File: src/hdl/rate_limited_sample_history_ring_unit_assert.svh
// assertion macros for the sample history ring unit
`ifndef RATE_LIMITED_SAMPLE_HISTORY_RING_UNIT_ASSERT_SVH
`define RATE_LIMITED_SAMPLE_HISTORY_RING_UNIT_ASSERT_SVH

// same-cycle implication, sampled on clk, off while in reset
`define RLSH_ASSERT_IMP(lbl, ante, cons) \
    lbl: assert property (@(posedge clk) disable iff (!rst_n) (ante) |-> (cons)) \
        else $error("rlsh assertion failed");

// next-cycle implication, sampled on clk, off while in reset
`define RLSH_ASSERT_NXT(lbl, ante, cons) \
    lbl: assert property (@(posedge clk) disable iff (!rst_n) (ante) |=> (cons)) \
        else $error("rlsh assertion failed");

`endif

File: src/hdl/rlsh_pkg.sv
// shared types and constants for the sample history ring unit
package rlsh_pkg;

    localparam logic [1:0] OP_RECORD = 2'd0;
    localparam logic [1:0] OP_READ   = 2'd1;
    localparam logic [1:0] OP_CLEAR  = 2'd2;

    localparam logic [2:0] ST_REC     = 3'd0;
    localparam logic [2:0] ST_REC_CLR = 3'd1;
    localparam logic [2:0] ST_SOON    = 3'd2;
    localparam logic [2:0] ST_POINT   = 3'd3;
    localparam logic [2:0] ST_NONE    = 3'd4;
    localparam logic [2:0] ST_CLR     = 3'd5;

    localparam logic [0:0] REG_MIN_INTERVAL = 1'd0;
    localparam logic [0:0] REG_WINDOW       = 1'd1;

    localparam logic [6:0]  PCT_MAX          = 7'd100;
    localparam logic [15:0] MIN_INTERVAL_RST = 16'd300;
    localparam logic [31:0] WINDOW_RST       = 32'd86400;

    typedef struct packed {
        logic [31:0] t;
        logic [15:0] mv;
        logic [6:0]  pct;
    } entry_t;

endpackage

File: src/hdl/rlsh_mem.sv
// sample store: one write port, one registered read port
module rlsh_mem #(
    parameter int DEPTH = 64,
    localparam int AW = $clog2(DEPTH)
) (
    input  logic            clk,
    input  logic            wr_en,
    input  logic [AW-1:0]   wr_addr,
    input  rlsh_pkg::entry_t wr_data,
    input  logic            rd_en,
    input  logic [AW-1:0]   rd_addr,
    output rlsh_pkg::entry_t rd_data
);
    import rlsh_pkg::*;

    entry_t mem [DEPTH];

    always_ff @(posedge clk)
    begin
        if (wr_en)
        begin
            mem[wr_addr] <= wr_data;
        end
        if (rd_en)
        begin
            rd_data <= mem[rd_addr];
        end
    end

endmodule

File: src/hdl/rate_limited_sample_history_ring_unit.sv
// top level of the rate limited sample history ring
// record and clear: one result beat the cycle after accept; op 3 is dropped
// read: n = min(fill, point_limit); the scan reads one entry per cycle from the single read port
// of the sample memory while no result beat waits; a point passes the read and result registers
// one command at a time; a result beat that waits holds off the next command
// reset clears pointers, fill count, last time and config to 300 s / 86400 s; memory is not cleared
`include "rate_limited_sample_history_ring_unit_assert.svh"
module rate_limited_sample_history_ring_unit #(
    parameter int DEPTH = 64
) (
    input  logic        clk,
    input  logic        rst_n,
    input  logic        cfg_we,
    input  logic [0:0]  cfg_index,
    input  logic [31:0] cfg_data,
    input  logic        cmd_valid,
    output logic        cmd_ready,
    input  logic [1:0]  op,
    input  logic [31:0] now_s,
    input  logic [15:0] sample_mv_in,
    input  logic [7:0]  sample_pct_in,
    input  logic [6:0]  point_limit,
    output logic        res_valid,
    input  logic        res_ready,
    output logic [2:0]  status,
    output logic [31:0] point_time_s,
    output logic [15:0] point_mv,
    output logic [6:0]  point_pct,
    output logic        last
);
    import rlsh_pkg::*;

    localparam int AW = $clog2(DEPTH);
    localparam int CW = $clog2(DEPTH + 1);
    localparam int MW = (CW > 7) ? CW : 7;

    localparam logic S_IDLE = 1'b0;
    localparam logic S_READ = 1'b1;

    logic          state_reg, state_next;
    logic [AW-1:0] wptr_reg, wptr_next;
    logic [CW-1:0] fill_reg, fill_next;
    logic [31:0]   last_time_reg, last_time_next;
    logic          has_last_reg, has_last_next;
    logic [15:0]   min_interval_reg;
    logic [31:0]   window_reg;
    logic [AW-1:0] addr_reg, addr_next;
    logic [MW-1:0] remain_reg, remain_next;
    logic          pend_reg, pend_next;
    logic          pend_last_reg, pend_last_next;
    logic [31:0]   cutoff_reg, cutoff_next;

    logic          res_valid_reg, res_valid_next;
    logic [2:0]    status_reg, status_next;
    logic [31:0]   time_reg, time_next;
    logic [15:0]   mv_reg, mv_next;
    logic [6:0]    pct_reg, pct_next;
    logic          last_reg, last_next;
    logic          res_load;

    logic          wr_en;
    logic [AW-1:0] wr_addr;
    entry_t        wr_data;
    logic          rd_en;
    entry_t        rd_data;

    logic          out_free;
    logic          accept;
    logic          consume;
    logic          issue;

    // read setup
    logic [MW-1:0] cnt_ext, maxp_ext, take, skip;
    logic [AW-1:0] first_base;
    logic [AW:0]   start_sum;
    logic [AW-1:0] start_addr;
    logic [31:0]   cutoff;

    // record setup
    logic          back_in_time;
    logic          too_soon;
    logic [AW-1:0] rec_ptr;
    logic [CW-1:0] rec_fill;
    logic [6:0]    pct_sat;

    assign out_free = !res_valid_reg || res_ready;
    assign cmd_ready = (state_reg == S_IDLE) && out_free;
    assign accept = cmd_valid && cmd_ready;

    assign cnt_ext    = MW'(fill_reg);
    assign maxp_ext   = MW'(point_limit);
    assign take       = (cnt_ext > maxp_ext) ? maxp_ext : cnt_ext;
    assign skip       = cnt_ext - take;
    assign first_base = (fill_reg == CW'(DEPTH)) ? wptr_reg : '0;
    assign start_sum  = (AW+1)'(first_base) + (AW+1)'(skip);
    assign start_addr = (start_sum >= (AW+1)'(DEPTH)) ?
                        AW'(start_sum - (AW+1)'(DEPTH)) : AW'(start_sum);
    assign cutoff     = (now_s > window_reg) ? (now_s - window_reg) : 32'd0;

    assign back_in_time = has_last_reg && (now_s < last_time_reg);
    assign too_soon     = has_last_reg && !back_in_time &&
                          ((now_s - last_time_reg) < {16'd0, min_interval_reg});
    assign rec_ptr      = back_in_time ? '0 : wptr_reg;
    assign rec_fill     = back_in_time ? '0 : fill_reg;
    assign pct_sat      = (sample_pct_in > {1'b0, PCT_MAX}) ? PCT_MAX : sample_pct_in[6:0];

    assign consume = (state_reg == S_READ) && pend_reg && out_free;
    assign issue   = (state_reg == S_READ) && (remain_reg != '0) && (!pend_reg || consume);

    always_comb
    begin
        state_next     = state_reg;
        wptr_next      = wptr_reg;
        fill_next      = fill_reg;
        last_time_next = last_time_reg;
        has_last_next  = has_last_reg;
        addr_next      = addr_reg;
        remain_next    = remain_reg;
        pend_next      = pend_reg;
        pend_last_next = pend_last_reg;
        cutoff_next    = cutoff_reg;
        wr_en          = 1'b0;
        wr_addr        = rec_ptr;
        wr_data.t      = now_s;
        wr_data.mv     = sample_mv_in;
        wr_data.pct    = pct_sat;
        rd_en          = 1'b0;
        res_load       = 1'b0;
        status_next    = ST_NONE;
        time_next      = 32'd0;
        mv_next        = 16'd0;
        pct_next       = 7'd0;
        last_next      = 1'b1;

        if (accept)
        begin
            case (op)
                OP_RECORD:
                begin
                    res_load = 1'b1;
                    if (too_soon)
                    begin
                        status_next = ST_SOON;
                    end
                    else
                    begin
                        status_next    = back_in_time ? ST_REC_CLR : ST_REC;
                        wr_en          = 1'b1;
                        wptr_next      = (rec_ptr == AW'(DEPTH - 1)) ? '0 : rec_ptr + 1'b1;
                        fill_next      = (rec_fill == CW'(DEPTH)) ? rec_fill : rec_fill + 1'b1;
                        last_time_next = now_s;
                        has_last_next  = 1'b1;
                    end
                end
                OP_READ:
                begin
                    if (take == '0)
                    begin
                        res_load    = 1'b1;
                        status_next = ST_NONE;
                    end
                    else
                    begin
                        state_next  = S_READ;
                        addr_next   = start_addr;
                        remain_next = take;
                        pend_next   = 1'b0;
                        cutoff_next = cutoff;
                    end
                end
                OP_CLEAR:
                begin
                    res_load       = 1'b1;
                    status_next    = ST_CLR;
                    wptr_next      = '0;
                    fill_next      = '0;
                    last_time_next = 32'd0;
                    has_last_next  = 1'b0;
                end
                default:
                begin
                    res_load = 1'b0;
                end
            endcase
        end

        if (consume)
        begin
            pend_next = 1'b0;
            if (rd_data.t >= cutoff_reg)
            begin
                res_load    = 1'b1;
                status_next = ST_POINT;
                time_next   = rd_data.t;
                mv_next     = rd_data.mv;
                pct_next    = rd_data.pct;
                last_next   = pend_last_reg;
            end
            else if (pend_last_reg)
            begin
                // newest entry outside the window, so nothing was emitted
                res_load    = 1'b1;
                status_next = ST_NONE;
            end
            if (pend_last_reg)
            begin
                state_next = S_IDLE;
            end
        end

        if (issue)
        begin
            rd_en          = 1'b1;
            addr_next      = (addr_reg == AW'(DEPTH - 1)) ? '0 : addr_reg + 1'b1;
            remain_next    = remain_reg - 1'b1;
            pend_next      = 1'b1;
            pend_last_next = (remain_reg == MW'(1));
        end

        res_valid_next = res_load ? 1'b1 : (res_ready ? 1'b0 : res_valid_reg);
    end

    always_ff @(posedge clk or negedge rst_n)
    begin
        if (!rst_n)
        begin
            state_reg        <= S_IDLE;
            wptr_reg         <= '0;
            fill_reg         <= '0;
            last_time_reg    <= 32'd0;
            has_last_reg     <= 1'b0;
            min_interval_reg <= MIN_INTERVAL_RST;
            window_reg       <= WINDOW_RST;
            addr_reg         <= '0;
            remain_reg       <= '0;
            pend_reg         <= 1'b0;
            pend_last_reg    <= 1'b0;
            cutoff_reg       <= 32'd0;
            res_valid_reg    <= 1'b0;
        end
        else
        begin
            state_reg     <= state_next;
            wptr_reg      <= wptr_next;
            fill_reg      <= fill_next;
            last_time_reg <= last_time_next;
            has_last_reg  <= has_last_next;
            addr_reg      <= addr_next;
            remain_reg    <= remain_next;
            pend_reg      <= pend_next;
            pend_last_reg <= pend_last_next;
            cutoff_reg    <= cutoff_next;
            res_valid_reg <= res_valid_next;
            if (cfg_we)
            begin
                case (cfg_index)
                    REG_MIN_INTERVAL: min_interval_reg <= cfg_data[15:0];
                    REG_WINDOW:       window_reg       <= cfg_data;
                    default:          window_reg       <= window_reg;
                endcase
            end
        end
    end

    always_ff @(posedge clk)
    begin
        if (res_load)
        begin
            status_reg <= status_next;
            time_reg   <= time_next;
            mv_reg     <= mv_next;
            pct_reg    <= pct_next;
            last_reg   <= last_next;
        end
    end

    rlsh_mem #(
        .DEPTH(DEPTH)
    ) u_mem (
        .clk     (clk),
        .wr_en   (wr_en),
        .wr_addr (wr_addr),
        .wr_data (wr_data),
        .rd_en   (rd_en),
        .rd_addr (addr_reg),
        .rd_data (rd_data)
    );

    assign res_valid    = res_valid_reg;
    assign status       = status_reg;
    assign point_time_s = time_reg;
    assign point_mv     = mv_reg;
    assign point_pct    = pct_reg;
    assign last         = last_reg;

    `RLSH_ASSERT_IMP(a_fill_bound, 1'b1, fill_reg <= CW'(DEPTH))
    `RLSH_ASSERT_IMP(a_write_not_in_scan, wr_en, state_reg == S_IDLE && !pend_reg)
    `RLSH_ASSERT_IMP(a_pending_in_scan, pend_reg, state_reg == S_READ)
    `RLSH_ASSERT_NXT(a_read_starts_scan, accept && op == OP_READ && take != '0, state_reg == S_READ)

endmodule
File: config.mk
export PLATFORM = sky130hd
export DESIGN_NAME = rate_limited_sample_history_ring_unit
export DESIGN_NICKNAME = d
export VERILOG_FILES = /design/src/hdl/rlsh_pkg.sv /design/src/hdl/rlsh_mem.sv /design/src/hdl/rate_limited_sample_history_ring_unit.sv
export VERILOG_INCLUDE_DIRS = /design/src /design/src/hdl
export SDC_FILE = /design/constraint.sdc
export NUM_CORES = 2
export LEC_CHECK = 0
export BUFFER_PORTS_ARGS = -buffer_cell sky130_fd_sc_hd__buf_2
export CAP_MARGIN = 25
export CELL_PAD_IN_SITES_DETAIL_PLACEMENT = 1
export CELL_PAD_IN_SITES_GLOBAL_PLACEMENT = 1
export CORE_MARGIN = 8
export CORE_UTILIZATION = 40
export DETAILED_ROUTE_END_ITERATION = 10
export MAX_ROUTING_LAYER = met4
export PLACE_DENSITY_LB_ADDON = 0.1
export SLEW_MARGIN = 10
export SYNTH_ARGS = -nofsm -noshare
export SYNTH_HDL_FRONTEND = slang
export SYNTH_HIERARCHICAL = 1
export SYNTH_SLANG_ARGS = --single-unit
File: constraint.sdc
create_clock -name clk -period 7.93 [get_ports clk]
set_input_delay 1.586 -clock clk [delete_from_list [all_inputs] [get_ports clk]]
set_output_delay 1.586 -clock clk [all_outputs]
set_load 0.05 [all_outputs]
==> impl_metrics.json <==
{
  "setup_tns_ns": 0,
  "dp_slack_ns": 0.195,
  "nNetsFinal": 8026,
  "critPathRequiredTime_ns": 8.61,
  "internal_power_mw": 40.2,
  "synth_edf_count": 3634,
  "power.density_nw_per_um2": 353,
  "hold_viol": 0,
  "slew_headroom": 0.221,
  "syn_area_um2": 148000,
  "grt_pass1_wl_um": 697000,
  "worst-setup-path-type": "in -> reg",
  "via_count": 79600,
  "vias_per_cell": 6.07,
  "die_area_um2": 391000,
  "drive_gt1_frac": 0.272,
  "cp.arrival_ns": 7.48,
  "share_comb_of_total_power": 0.304,
  "wl_per_cell_um": 39.3,
  "numCtsBuffers": 406,
  "setup_viol": 0,
  "r2r_start": "last_time_reg[0]",
  "yosys_warnings": 6,
  "drv_slew": 0,
  "drc_errors": 0,
  "largest_register": "u_mem/mem",
  "grt.overflow.total": 0,
  "mostFrequentLayoutCell": "edfxtp_1",
  "post-route-period-util": 0.857,
  "mostFrequentLayoutCells": "edfxtp_1 (3,634), mux4_2 (842), clkbuf_16 (414)",
  "p_seq_frac": 0.383,
  "top_regs": "u_mem/mem (3520), u_mem/rd_data (55)",
  "io_pins": 164,
  "tightest_slew_ns": 1.17,
  "crit_path_max_fanout": 16,
  "hold_path.class": "reg -> reg",
  "synth_area_leader_cell": "edfxtp_1",
  "fin_ws_ns": 1.13,
  "drt_iter0_drc": 10800,
  "netlist.area_leader.share": 0.735,
  "synth_area_per_cell_um2": 20.6,
  "clock-sinks": 3777,
  "synthCells": 7215,
  "drt_pass1_iterations": 5,
  "ant_nets": 0,
  "cts_tree": "yes",
  "yosys_most_used_dff": "edfxtp_1",
  "ctsRootBufferMaster": "clkbuf_16",
  "drt_wl_total_um": 515000,
  "fmax_mhz": 147,
  "period_minus_slack_ns": 6.80,
  "core.rowCount": 223,
  "rsz0062_at_grt": "false",
  "clockBufferDepth": 4,
  "endpoint_kind": "register",
  "rrSetupSlack_ns": 1.50,
  "grt_max_degree": 88,
  "grt_pass1_vias": 79500,
  "ys_top_cells_by_area": "edfxtp_1 (74%), mux4_2 (13%), dfrtp_1 (2.3%), ha_1 (1.1%), o22ai_1 (0.92%)",
  "drv_cap": 0,
  "crit_start": "now_s[0]",
  "cts_setup_buffers": 0,
  "syn2layout_area_growth_pct": 16.0,
  "timing.rr.end": "u_mem/mem[6][38]",
  "antenna_found_initial": 87,
  "insertion_delay_ns": 0.97,
  "crit_path_frequent_cell": "buf_4",
  "synthArstFlopShare": 0.0379,
  "core_um2": 369000,
  "start_util": 0.402,
  "grt_usage": 0.266,
  "cts_hold_buf": 0,
  "post_cts_resize_count": 0,
  "clock_skew_ns": 0.0688,
  "synth-seq-cells": 3777,
  "status": "finished, final reports clean",
  "die_x_um": 625,
  "critPathLaunchType": "input pin",
  "utilization": 0.466,
  "dp_hpwl_um": 340000,
  "power.switching_mw": 20.6,
  "worst_ir_drop_vdd_v": 0.000227,
  "leakagePower_nw": 55.5,
  "syn-num-nets": 7455,
  "die_h_um": 625,
  "sw_frac_of_total": 0.339,
  "h-tree-depth": 5,
  "largest_register_ffs": 3520,
  "clk_pin_slew_ns": 0.06,
  "slowest_delay_ns": 0.40,
  "reg2reg_depth": 24,
  "routabilityCongestion": 0.878,
  "yosysSeqAreaShare": 0.760,
  "crit_end": "u_mem/mem[6][38]",
  "placement.io_buffers": 163,
  "synth_cell_type_count": 78,
  "cp_slowest_cell": "fa_1",
  "p_clk_frac": 0.313
}
power by group through the flow:
stage                     combinational [mW]  sequential [mW]  clock, mW
after global routing                    19.2             23.3       20.0
final                                   18.5             23.3       19.0
after detailed placement                18.5             23.7          0
after CTS                               18.6             23.3       19.4
after global placement                  18.4             23.7          0
after floorplan                         9.76             23.9          0
cell usage after synthesis, drive strengths merged (46+ instances only):
cell and instances:
nor4 52, inv 168, mux4 842, o22ai 219, o221ai 78, nand3 46, nand2 209, dfrtp 134
mux2 76, o21ai 131, edfxtp 3634, nor2 166, mux2i 136, clkbuf 159, buf 215, and2 77
ha 130, a21oi 155
metal layers:
layer / routed length [um] / global-route usage
met1: 213000 / 0.369
met2: 244000 / 0.412
met3: 43100 / 0.0424
met4: 15300 / 0.0701
met5: 0 / -
logic make-up after synthesis:
kind of cell,Yosys count,share of synthesized area
DFF,3777,0.760
muxes,1054,0.143
AOI/OAI and AO/OA,916,0.0420
and+or+nand+nor,733,0.0243
buffers and inverters,543,0.0162
adders and majority gates,137,0.0119
xor gates and xnor gates,55,0.00325
worst min-delay path by stage:
stage                      startpoint                end  cells past startpoint
floorplan              cutoff_reg[23]     cutoff_reg[23]                      2
global placement    last_time_reg[10]  last_time_reg[10]                      2
detailed placement     cutoff_reg[25]     cutoff_reg[25]                      2
CTS                    cutoff_reg[25]     cutoff_reg[25]                      2
global route        last_time_reg[22]  last_time_reg[22]                      2
finish                 cutoff_reg[25]     cutoff_reg[25]                      2
area by class of cell:
class,instances,area (um2)
clock inverters,248,2470
diodes,38,95.1
clock buffers,504,10700
multi-input cells,2895,34100
flip-flops and latches,3777,113000
well taps,4950,6190
repair buffers,537,5160
inverters,169,637
fillers,33600,197000
metrics by stage:
| stage | cell area (um2) | power (mW) | hold WS [ns] | std cells |
|---|---|---|---|---|
| global route | 172000 | 62.6 | 0.512 | 13100 |
| CTS | 172000 | 61.2 | 0.487 | 13100 |
| finish | 172000 | 60.8 | 0.485 | 13100 |
| global placement | 158000 | 42.1 | 0.464 | 12300 |
| detailed placement | 159000 | 42.2 | 0.473 | 12300 |
| floorplan | 148000 | 33.7 | 0.443 | 7215 |
worst max-delay path, delay by kind of cell:
family | cells | cell delay (ns)
AO/OA/AOI/OAI | 10 | 2.20
AND/OR/NAND/NOR | 6 | 1.36
buffers and inverters | 6 | 1.14
adder cells (fa/ha/maj) | 3 | 0.92
XOR/XNOR | 1 | 0.21
(Power assumes the default switching activity.)
